===== src/design/stdq_pkg.sv =====
`timescale 1ns / 1ps
`default_nettype none
// ----------------------------------------------------------------------------
// Sorted timer deadline queue package
// Item layouts, action and status codes, and the control and status groups
// passed between the sequencer and the slot map.
// ----------------------------------------------------------------------------
package stdq_pkg;

  localparam int HANDLE_W = 6;
  localparam int SEC_W    = 32;
  localparam int USEC_W   = 20;
  localparam int HELD_W   = 7;
  localparam int KEY_W    = SEC_W + USEC_W;

  localparam logic [1:0] ACT_INSERT  = 2'd0;
  localparam logic [1:0] ACT_REMOVE  = 2'd1;
  localparam logic [1:0] ACT_EXTRACT = 2'd2;
  localparam logic [1:0] ACT_PEEK    = 2'd3;

  localparam logic [1:0] ST_OK         = 2'd0;
  localparam logic [1:0] ST_FULL       = 2'd1;
  localparam logic [1:0] ST_EMPTY      = 2'd2;
  localparam logic [1:0] ST_BAD_HANDLE = 2'd3;

  typedef struct packed {
    logic [1:0]          action;
    logic [SEC_W-1:0]    key_seconds;
    logic [USEC_W-1:0]   key_microseconds;
    logic [HANDLE_W-1:0] handle;
  } stdq_req_t;

  typedef struct packed {
    logic [1:0]          status;
    logic [HANDLE_W-1:0] result_handle;
    logic [SEC_W-1:0]    result_seconds;
    logic [USEC_W-1:0]   result_microseconds;
    logic [HELD_W-1:0]   entries_held;
  } stdq_rsp_t;

  // Seconds in the upper bits, so a plain unsigned compare orders deadlines.
  typedef struct packed {
    logic [SEC_W-1:0]  seconds;
    logic [USEC_W-1:0] microseconds;
  } stdq_key_t;

  typedef struct packed {
    logic scan_start;
    logic set_bit;
    logic clear_bit;
  } stdq_map_cmd_t;

  typedef struct packed {
    logic hit;
    logic scan_done;
    logic scan_found;
  } stdq_map_sts_t;

endpackage
`default_nettype wire


===== src/design/stdq_ram.sv =====
`timescale 1ns / 1ps
`default_nettype none
// ----------------------------------------------------------------------------
// Generic simple dual-port RAM
// One write port and one read port with registered read data.
// ----------------------------------------------------------------------------
module stdq_ram #(
  parameter int WIDTH = 8,
  parameter int DEPTH = 64,
  localparam int AW = (DEPTH > 1) ? $clog2(DEPTH) : 1
) (
  input  logic             clk,
  input  logic             we,
  input  logic [AW-1:0]    waddr,
  input  logic [WIDTH-1:0] wdata,
  input  logic [AW-1:0]    raddr,
  output logic [WIDTH-1:0] rdata
);

  logic [WIDTH-1:0] mem [DEPTH];

  always_ff @(posedge clk) begin
    if (we) begin
      mem[waddr] <= wdata;
    end
    rdata <= mem[raddr];
  end

endmodule
`default_nettype wire


===== src/design/stdq_slot_map.sv =====
`timescale 1ns / 1ps
`default_nettype none
// ----------------------------------------------------------------------------
// Slot occupancy map
// One in-use bit per slot and a scanner that finds the lowest free slot,
// testing one slot per cycle.
// ----------------------------------------------------------------------------
module stdq_slot_map #(
  parameter int QUEUE_DEPTH = 64,
  localparam int IW = $clog2(QUEUE_DEPTH)
) (
  input  logic                     clk,
  input  logic                     rst,
  input  stdq_pkg::stdq_map_cmd_t  cmd,
  input  logic [IW-1:0]            idx,
  output stdq_pkg::stdq_map_sts_t  sts,
  output logic [IW-1:0]            free_idx
);
  import stdq_pkg::*;

  logic [QUEUE_DEPTH-1:0] in_use;
  logic                   scanning;
  logic [IW-1:0]          sidx;
  logic [IW-1:0]          look;
  logic                   bit_val;

  always_comb begin
    look           = scanning ? sidx : idx;
    bit_val        = in_use[look];
    sts.hit        = bit_val;
    sts.scan_found = scanning && !bit_val;
    sts.scan_done  = scanning && (!bit_val || (sidx == IW'(QUEUE_DEPTH - 1)));
    free_idx       = sidx;
  end

  always_ff @(posedge clk) begin
    if (rst) begin
      in_use   <= '0;
      scanning <= 1'b0;
    end else begin
      if (cmd.scan_start) begin
        scanning <= 1'b1;
        sidx     <= '0;
      end else if (sts.scan_done) begin
        scanning <= 1'b0;
      end else if (scanning) begin
        sidx <= sidx + IW'(1);
      end
      if (cmd.set_bit) begin
        in_use[idx] <= 1'b1;
      end
      if (cmd.clear_bit) begin
        in_use[idx] <= 1'b0;
      end
    end
  end

endmodule
`default_nettype wire


===== src/design/stdq_ctrl.sv =====
`timescale 1ns / 1ps
`default_nettype none
// ----------------------------------------------------------------------------
// Queue sequencer
// Walks the sorted order list one position per cycle through a single key
// comparator, inserting or closing a gap as it goes.
// ----------------------------------------------------------------------------
module stdq_ctrl #(
  parameter int QUEUE_DEPTH = 64,
  localparam int IW = $clog2(QUEUE_DEPTH),
  localparam int CW = $clog2(QUEUE_DEPTH + 1)
) (
  input  logic                     clk,
  input  logic                     rst,
  input  logic                     req_valid,
  output logic                     req_ready,
  input  stdq_pkg::stdq_req_t      req,
  output logic                     res_valid,
  input  logic                     res_ready,
  output stdq_pkg::stdq_rsp_t      res,
  output logic [IW-1:0]            ord_raddr,
  output logic                     ord_we,
  output logic [IW-1:0]            ord_waddr,
  output logic [IW-1:0]            ord_wdata,
  input  logic [IW-1:0]            ord_rdata,
  output logic [IW-1:0]            key_raddr,
  output logic                     key_we,
  output logic [IW-1:0]            key_waddr,
  output stdq_pkg::stdq_key_t      key_wdata,
  input  stdq_pkg::stdq_key_t      key_rdata,
  output stdq_pkg::stdq_map_cmd_t  map_cmd,
  output logic [IW-1:0]            map_idx,
  input  stdq_pkg::stdq_map_sts_t  map_sts,
  input  logic [IW-1:0]            free_idx
);
  import stdq_pkg::*;

  localparam logic [2:0] S_IDLE  = 3'd0;
  localparam logic [2:0] S_SCAN  = 3'd1;
  localparam logic [2:0] S_INS   = 3'd2;
  localparam logic [2:0] S_FETCH = 3'd3;
  localparam logic [2:0] S_KEY   = 3'd4;
  localparam logic [2:0] S_REM   = 3'd5;
  localparam logic [2:0] S_DONE  = 3'd6;

  logic [2:0]          state;
  logic [CW-1:0]       count;
  logic [CW-1:0]       rp;
  logic                v1;
  logic [CW-1:0]       pos1;
  logic                v2;
  logic [CW-1:0]       pos2;
  logic [IW-1:0]       slot2;
  logic                found;
  logic [IW-1:0]       carry;
  logic [IW-1:0]       new_slot;
  logic [IW-1:0]       tgt;
  logic [1:0]          action;
  stdq_key_t           new_key;
  logic [1:0]          r_status;
  logic [HANDLE_W-1:0] r_handle;
  stdq_key_t           r_key;

  logic ins_issue, ins_greater, ins_end, ins_place;
  logic rem_issue, rem_match, rem_last, rem_hit;
  logic hnd_ok;

  always_comb begin
    ins_issue   = (rp <= count);
    ins_greater = (new_key > key_rdata);
    ins_end     = v2 && (pos2 == count);
    // The new key goes ahead of the first stored key that is not smaller;
    // every later position is shifted up by one through the carry register.
    ins_place   = v2 && (found || !ins_greater || ins_end);
    rem_issue   = (rp < count);
    rem_match   = (ord_rdata == tgt);
    rem_last    = v1 && (pos1 == count - CW'(1));
    rem_hit     = found || rem_match;
    hnd_ok      = (32'(req.handle) < 32'(QUEUE_DEPTH)) && map_sts.hit;
  end

  always_comb begin
    ord_raddr = '0;
    ord_we    = 1'b0;
    ord_waddr = pos2[IW-1:0];
    ord_wdata = carry;
    key_raddr = ord_rdata;
    key_we    = 1'b0;
    key_waddr = new_slot;
    key_wdata = new_key;
    map_cmd   = '0;
    map_idx   = tgt;
    case (state)
      S_IDLE: begin
        map_idx            = IW'(req.handle);
        map_cmd.scan_start = req_valid && (req.action == ACT_INSERT) &&
                             (count != CW'(QUEUE_DEPTH));
      end
      S_SCAN: begin
        map_idx = new_slot;
      end
      S_INS: begin
        ord_raddr = rp[IW-1:0];
        map_idx   = new_slot;
        if (ins_place) begin
          ord_we = 1'b1;
        end
        if (ins_end) begin
          key_we          = 1'b1;
          map_cmd.set_bit = 1'b1;
        end
      end
      S_REM: begin
        ord_raddr = rp[IW-1:0];
        // Once the victim has been passed, each entry moves down one place.
        if (v1 && found) begin
          ord_we    = 1'b1;
          ord_waddr = IW'(pos1 - CW'(1));
          ord_wdata = ord_rdata;
        end
        if (rem_last && rem_hit) begin
          map_cmd.clear_bit = 1'b1;
        end
      end
      default: begin
      end
    endcase
  end

  always_ff @(posedge clk) begin
    if (rst) begin
      state <= S_IDLE;
      count <= '0;
      v1    <= 1'b0;
      v2    <= 1'b0;
      found <= 1'b0;
    end else begin
      case (state)
        S_IDLE: begin
          if (req_valid) begin
            action   <= req.action;
            new_key  <= {req.key_seconds, req.key_microseconds};
            tgt      <= IW'(req.handle);
            r_key    <= '0;
            rp       <= '0;
            v1       <= 1'b0;
            v2       <= 1'b0;
            found    <= 1'b0;
            case (req.action)
              ACT_INSERT: begin
                r_handle <= '0;
                if (count == CW'(QUEUE_DEPTH)) begin
                  r_status <= ST_FULL;
                  state    <= S_DONE;
                end else begin
                  r_status <= ST_OK;
                  state    <= S_SCAN;
                end
              end
              ACT_REMOVE: begin
                r_handle <= req.handle;
                if (hnd_ok && (count != '0)) begin
                  r_status <= ST_OK;
                  state    <= S_REM;
                end else begin
                  r_status <= ST_BAD_HANDLE;
                  state    <= S_DONE;
                end
              end
              ACT_EXTRACT, ACT_PEEK: begin
                r_handle <= '0;
                if (count == '0) begin
                  r_status <= ST_EMPTY;
                  state    <= S_DONE;
                end else begin
                  r_status <= ST_OK;
                  state    <= S_FETCH;
                end
              end
              default: begin
                r_handle <= '0;
                r_status <= ST_OK;
                state    <= S_DONE;
              end
            endcase
          end
        end
        S_SCAN: begin
          if (map_sts.scan_done) begin
            if (map_sts.scan_found) begin
              new_slot <= free_idx;
              carry    <= free_idx;
              r_handle <= HANDLE_W'(free_idx);
              state    <= S_INS;
            end else begin
              r_status <= ST_FULL;
              state    <= S_DONE;
            end
          end
        end
        S_INS: begin
          v1    <= ins_issue;
          pos1  <= rp;
          if (ins_issue) begin
            rp <= rp + CW'(1);
          end
          v2    <= v1;
          pos2  <= pos1;
          slot2 <= ord_rdata;
          if (ins_place) begin
            carry <= slot2;
            found <= 1'b1;
          end
          if (ins_end) begin
            count <= count + CW'(1);
            state <= S_DONE;
          end
        end
        S_FETCH: begin
          tgt   <= ord_rdata;
          state <= S_KEY;
        end
        S_KEY: begin
          r_key    <= key_rdata;
          r_handle <= HANDLE_W'(tgt);
          if (action == ACT_EXTRACT) begin
            rp    <= '0;
            v1    <= 1'b0;
            found <= 1'b0;
            state <= S_REM;
          end else begin
            state <= S_DONE;
          end
        end
        S_REM: begin
          v1   <= rem_issue;
          pos1 <= rp;
          if (rem_issue) begin
            rp <= rp + CW'(1);
          end
          if (v1 && rem_match) begin
            found <= 1'b1;
          end
          if (rem_last) begin
            if (rem_hit) begin
              count <= count - CW'(1);
            end else begin
              r_status <= ST_BAD_HANDLE;
            end
            state <= S_DONE;
          end
        end
        S_DONE: begin
          if (res_ready) begin
            state <= S_IDLE;
          end
        end
        default: begin
          state <= S_IDLE;
        end
      endcase
    end
  end

  always_comb begin
    req_ready               = (state == S_IDLE);
    res_valid               = (state == S_DONE);
    res.status              = r_status;
    res.result_handle       = r_handle;
    res.result_seconds      = r_key.seconds;
    res.result_microseconds = r_key.microseconds;
    res.entries_held        = HELD_W'(count);
  end

  // The order list is only rewritten by the two walks.
  a_ord_write_in_walk: assert property (@(posedge clk) disable iff (rst)
    ord_we |-> (state == S_INS || state == S_REM))
    else $error("order list written outside a walk");

  // A new key may only land in a slot that is still free.
  a_key_write_free_slot: assert property (@(posedge clk) disable iff (rst)
    key_we |-> (state == S_INS && !map_sts.hit))
    else $error("key written into a slot already in use");

  // The entry count moves by at most one per cycle.
  a_count_step: assert property (@(posedge clk)
    !$past(rst) |-> (count == $past(count) || count == $past(count) + CW'(1) ||
                     count == $past(count) - CW'(1)))
    else $error("entry count jumped");

  // A free-slot scan is never started with the queue full.
  a_scan_has_room: assert property (@(posedge clk) disable iff (rst)
    map_cmd.scan_start |-> (count < CW'(QUEUE_DEPTH)))
    else $error("slot scan started on a full queue");

endmodule
`default_nettype wire


===== src/design/sorted_timer_deadline_queue_unit.sv =====
`timescale 1ns / 1ps
`default_nettype none
// ----------------------------------------------------------------------------
// Sorted timer deadline queue
// Keeps (seconds, microseconds) deadlines in ascending order in slot storage,
// with insert, remove by handle, extract earliest and peek earliest.
// ----------------------------------------------------------------------------
//   channel  handshake              payload     role
//   req      req_valid / req_ready  stdq_req_t  one action per item
//   rsp      rsp_valid / rsp_ready  stdq_rsp_t  one result item per request
//
// Insert runs a free-slot scan of one slot a cycle, then walks the order list
// one position a cycle through the key comparator; remove and extract also
// walk the order list, peek reads only its head; rejected actions skip both.
// The order walk is set by the single read port of the order RAM.
// Reset clears the in-use bits and the count; the RAMs are never cleared.
// A result waiting in the output register does not stop the next request.
module sorted_timer_deadline_queue_unit #(
  parameter int QUEUE_DEPTH = 64
) (
  input  logic                 clk,
  input  logic                 rst,
  input  logic                 req_valid,
  output logic                 req_ready,
  input  stdq_pkg::stdq_req_t  req,
  output logic                 rsp_valid,
  input  logic                 rsp_ready,
  output stdq_pkg::stdq_rsp_t  rsp
);
  import stdq_pkg::*;

  localparam int IW = $clog2(QUEUE_DEPTH);

  logic          res_valid;
  logic          res_ready;
  stdq_rsp_t     res;
  logic [IW-1:0] ord_raddr, ord_waddr, ord_wdata, ord_rdata;
  logic          ord_we;
  logic [IW-1:0] key_raddr, key_waddr;
  logic          key_we;
  stdq_key_t     key_wdata, key_rdata;
  stdq_map_cmd_t map_cmd;
  stdq_map_sts_t map_sts;
  logic [IW-1:0] map_idx;
  logic [IW-1:0] free_idx;

  stdq_ctrl #(.QUEUE_DEPTH(QUEUE_DEPTH)) u_ctrl (
    .clk       (clk),
    .rst       (rst),
    .req_valid (req_valid),
    .req_ready (req_ready),
    .req       (req),
    .res_valid (res_valid),
    .res_ready (res_ready),
    .res       (res),
    .ord_raddr (ord_raddr),
    .ord_we    (ord_we),
    .ord_waddr (ord_waddr),
    .ord_wdata (ord_wdata),
    .ord_rdata (ord_rdata),
    .key_raddr (key_raddr),
    .key_we    (key_we),
    .key_waddr (key_waddr),
    .key_wdata (key_wdata),
    .key_rdata (key_rdata),
    .map_cmd   (map_cmd),
    .map_idx   (map_idx),
    .map_sts   (map_sts),
    .free_idx  (free_idx)
  );

  stdq_slot_map #(.QUEUE_DEPTH(QUEUE_DEPTH)) u_slot_map (
    .clk      (clk),
    .rst      (rst),
    .cmd      (map_cmd),
    .idx      (map_idx),
    .sts      (map_sts),
    .free_idx (free_idx)
  );

  stdq_ram #(.WIDTH(IW), .DEPTH(QUEUE_DEPTH)) u_order_ram (
    .clk   (clk),
    .we    (ord_we),
    .waddr (ord_waddr),
    .wdata (ord_wdata),
    .raddr (ord_raddr),
    .rdata (ord_rdata)
  );

  stdq_ram #(.WIDTH(KEY_W), .DEPTH(QUEUE_DEPTH)) u_key_ram (
    .clk   (clk),
    .we    (key_we),
    .waddr (key_waddr),
    .wdata (key_wdata),
    .raddr (key_raddr),
    .rdata (key_rdata)
  );

  // Output register: the sequencer hands over its result whenever the
  // register is empty or being drained in the same cycle.
  assign res_ready = !rsp_valid || rsp_ready;

  always_ff @(posedge clk) begin
    if (rst) begin
      rsp_valid <= 1'b0;
    end else if (res_valid && res_ready) begin
      rsp_valid <= 1'b1;
    end else if (rsp_ready) begin
      rsp_valid <= 1'b0;
    end
  end

  always_ff @(posedge clk) begin
    if (res_valid && res_ready) begin
      rsp <= res;
    end
  end

endmodule
`default_nettype wire


===== config.mk =====
export PLATFORM = sky130hd
export DESIGN_NAME = sorted_timer_deadline_queue_unit
export DESIGN_NICKNAME = d
export VERILOG_FILES = /design/src/design/stdq_pkg.sv /design/src/design/stdq_ram.sv /design/src/design/stdq_slot_map.sv /design/src/design/stdq_ctrl.sv /design/src/design/sorted_timer_deadline_queue_unit.sv
export SDC_FILE = /design/constraint.sdc
export NUM_CORES = 2
export LEC_CHECK = 0
export BUFFER_PORTS_ARGS = -buffer_cell sky130_fd_sc_hd__buf_4
export CAP_MARGIN = 20
export CORE_ASPECT_RATIO = 0.75
export CORE_MARGIN = 2
export CORE_UTILIZATION = 57
export DETAILED_ROUTE_END_ITERATION = 10
export PLACE_DENSITY = 0.76
export SLEW_MARGIN = 30
export SYNTH_ARGS = -nofsm -noshare
export SYNTH_HDL_FRONTEND = slang
export SYNTH_HIERARCHICAL = 1
export SYNTH_SLANG_ARGS = --single-unit

===== constraint.sdc =====
create_clock -name clk -period 6.7 [get_ports clk]
set_input_delay 0.335 -clock clk [delete_from_list [all_inputs] [get_ports clk]]
set_output_delay 0.335 -clock clk [all_outputs]
set_load 0.02 [all_outputs]

==> flow_summary.yaml <==
hold_path:
  hold_depth: 2
  worstHoldPathType: "in2reg"
  hold_end: "u_ctrl/key_wdata[50]"
  hp-start: "req[56]"
pwr:
  power.internal_w: 0.0489
  p_sw_w: 0.0219
  swShare: 0.310
  p_clk_frac: 0.304
  combPwrFrac: 0.276
  seq_power_share: 0.420
  p_per_area_nw_per_um2: 400
  power.leakage_nw: 55.6
  p_total_w: 0.0709
  ir_drop_mv: 0.327
logic_synthesis:
  synthArstFlopShare: 0
  ys.flop_type: "edfxtp_1"
  synth_edf_count: 3944
  synth_seq_area_share: 0.773
  syn_area_per_cell_um2: 21.2
  synthCells: 7399
  synthesis.area_um2: 157000
  ys_ff_latch: 4081
  ys_warn_count: 6
  synth.distinct_cells: 92
  syn_nets: 7527
critical_path:
  required_ns: 7.24
  rr_startpoint: "u_ctrl/state[2]"
  path_cells: "nor2_1, a22o_1, nand2_1, o211ai_1, mux2i_4, buf_4, mux2_1, a22oi_1, o2111ai_1, a21o_1, a31oi_1, nand2b_1, a211o_1, nor4b_1"
  path_class: "reg2reg"
  max_stage_delay_ns: 0.79
  path_max_fanout: 22
  r2r.worst_path.cells: 14
  end_kind: "flip-flop"
  slowest_stage: "mux2i_4"
  critPathBufInv: 1
  r2r-end: "u_ctrl/r_status[0]"
  reg2reg_slack_ns: 1.30
  start_kind: "flip-flop"
  cp_top_family: "compound AO/OA/AOI/OAI gates"
  worstPathArrival_ns: 5.95
global_routing:
  grt_max_degree: 134
  grt_pass1_vias: 81800
  grt_usage: 0.318
  antenna_found_initial: 36
  grt_overflow: 0
  grt_pass1_wl_um: 621000
drt:
  wl_met1_um: 154000
  viasPerCell: 7.09
  drc: 0
  drt_iter0_drc: 15300
  wl_um: 445000
  wl_met2_um: 195000
  dr_wl_met3_um: 73700
  ant_nets: 1
  dr.pass1.iters: 9
  highest_layer: "met5"
  vias: 83600
  wl_per_cell_um: 37.7
sta:
  finalSetupTns_ns: 0
  rsz0062_at_grt: "no"
  finalSetupViolCount: 0
  post-route-period-util: 0.807
  hold_viol_final: 0
  clock_skew_ns: 0.0637
  worst-slew-pin-transition_ns: 1.12
  finalCriticalPeriod_ns: 5.40
  report.final.slew_viol_count: 0
  fin_hold_ws_ns: 0.234
  setup_ws_ns: 1.30
  max_freq_mhz: 185
  slew-limit-headroom: 0.244
clock_tree:
  cts_root_buf: "clkbuf_16"
  cts_resized: 0
  max-clock-path-buffers: 4
  clock_latency_ns: 0.94
  path_clk_slew_ns: 0.06
  cts_sinks: 4081
  tritoncts: "built"
  cts_made_buffers: 375
  htree_levels: 5
placement:
  gp_congestion: 0.957
  pre_cts_slack_ns: 1.24
  port_buffers: 132
  dpl.hpwl_um: 253000
layout:
  area_growth_pct: 12.9
  nets: 7965
  drive_above_1_share: 0.260
die:
  die-area_um2: 279000
  start_util: 0.574
  die_w_um: 609
  io_pins: 133
  die_y_um: 458
  core_area_um2: 273000
  rows: 166
outcome:
  violations: "antenna violations"
  status: "complete, but fails checks"
job:
  drv_cap: 0
-- placed cells by master (no fill, tap or decap), types with 67 or more instances in the layout --
| master | synthesis | routed |
|---|---|---|
| a211oi_1 | 86 | 85 |
| o22ai_1 | 190 | 190 |
| nand2_1 | 165 | 154 |
| a21oi_1 | 194 | 194 |
| buf_4 | 64 | 365 |
| edfxtp_1 | 3944 | 3944 |
| clkinv_1 | 0 | 67 |
| clkinv_2 | 0 | 75 |
| dfxtp_1 | 137 | 129 |
| mux2_2 | 85 | 85 |
| mux4_2 | 877 | 877 |
| mux2i_1 | 147 | 147 |
| clkbuf_1 | 197 | 67 |
| nor2_4 | 1 | 67 |
| nor2_1 | 230 | 162 |
| inv_1 | 76 | 74 |
| clkbuf_16 | 0 | 384 |
| o221ai_1 | 73 | 73 |
-- what timing repair did --
| action | CTS | global route |
|---|---|---|
| buffers inserted | 0 | 0 |
| hold endpoints to repair | 84 | 0 |
| hold buffers | 63 | 0 |
-- worst max-delay path by stage --
stage	to	depth (start not counted)	start	slack, ns
after floorplan	u_ctrl/res[10]	4	u_ctrl/state[1]	0.14
after global placement	u_ctrl/r_status[0]	12	u_ctrl/state[0]	1.60
after detailed placement	u_ctrl/r_status[0]	12	u_ctrl/state[0]	1.24
after CTS	u_ctrl/r_status[1]	12	u_ctrl/state[0]	1.23
after global routing	u_ctrl/r_status[1]	14	u_ctrl/state[2]	1.03
final	u_ctrl/r_status[0]	14	u_ctrl/state[2]	1.30
-- registers in the layout, indices dropped and copies added (netlist names), 7 cells and up --
register           flops
u_ctrl/key_wdata      52
u_order_ram/mem      384
u_ctrl/pos2            7
u_slot_map/in_use     64
u_ctrl/res            52
u_ctrl/count           7
u_key_ram/mem       3328
u_ctrl/pos1            7
u_ctrl/rp              7
rsp                   67
u_key_ram/rdata       52
-- per-stage QoR --
stage / cell area [µm²] / std cells / utilization
global route: 177000 / 11800 / 0.648
detailed placement: 164000 / 11000 / 0.600
CTS: 177000 / 11700 / 0.647
finish: 177000 / 11800 / 0.648
floorplan: 157000 / 7399 / -
global placement: 164000 / 11000 / 0.599
-- synth_stat cells (26+ instances only) --
cell type	number	area, µm²
a22o_1	26	228
mux4_2	877	19800
nand2_1	165	619
a211oi_1	86	646
a21oi_1	194	971
nand3_1	51	255
buf_4	64	480
ha_1	64	801
o22ai_1	190	1190
clkbuf_1	197	739
mux2_2	85	957
o21ai_0	30	150
nor2_1	230	863
o22a_1	38	333
nor3_1	27	135
mux2i_1	147	1470
a221oi_1	40	350
nor2b_1	38	238
nor4_1	94	588
xnor2_1	33	289
o221ai_1	73	639
dfxtp_1	137	2740
a22oi_1	41	308
buf_2	129	646
edfxtp_1	3944	118000
nand2b_1	26	163
buf_1	27	101
inv_1	76	285
-- power by group through the flow --
stage / clock (W) / sequential (W) / combinational (W)
finish: 0.0215 / 0.0298 / 0.0195
global route: 0.0225 / 0.0298 / 0.0202
CTS: 0.0216 / 0.0298 / 0.0190
detailed placement: 0 / 0.0303 / 0.0186
global placement: 0 / 0.0303 / 0.0183
floorplan: 0 / 0.0303 / 0.0122
-- final cells by class --
class / count / area, µm²
clock inverters: 222 / 2210
inverters: 77 / 292
fillers: 16800 / 96200
multi-input cells: 2810 / 34000
flip-flops and latches: 4081 / 121000
repair buffers: 492 / 4700
well taps: 3612 / 4520
diodes: 36 / 90.1
clock buffers: 459 / 9970
-- layer usage --
layer | track usage | vias up
li1 | - | 32000
met1 | 0.448 | 43000
met2 | 0.455 | 7464
met3 | 0.111 | 1111
met4 | 0.138 | 40
met5 | 0 | -
-- cell families (layout without fill, tap and decap cells) --
logic type	Yosys count	in the layout	share of synthesized area
compound gates	827	827	0.0364
xor+xnor	42	42	0.00255
fa+ha+maj	64	64	0.00511
buf+inv	508	1250	0.0155
flops	4081	4081	0.773
mux	1127	1127	0.143
other cells	0	36	0
simple gates	750	750	0.0237
Note: power is estimated with default switching activity, not from simulation.
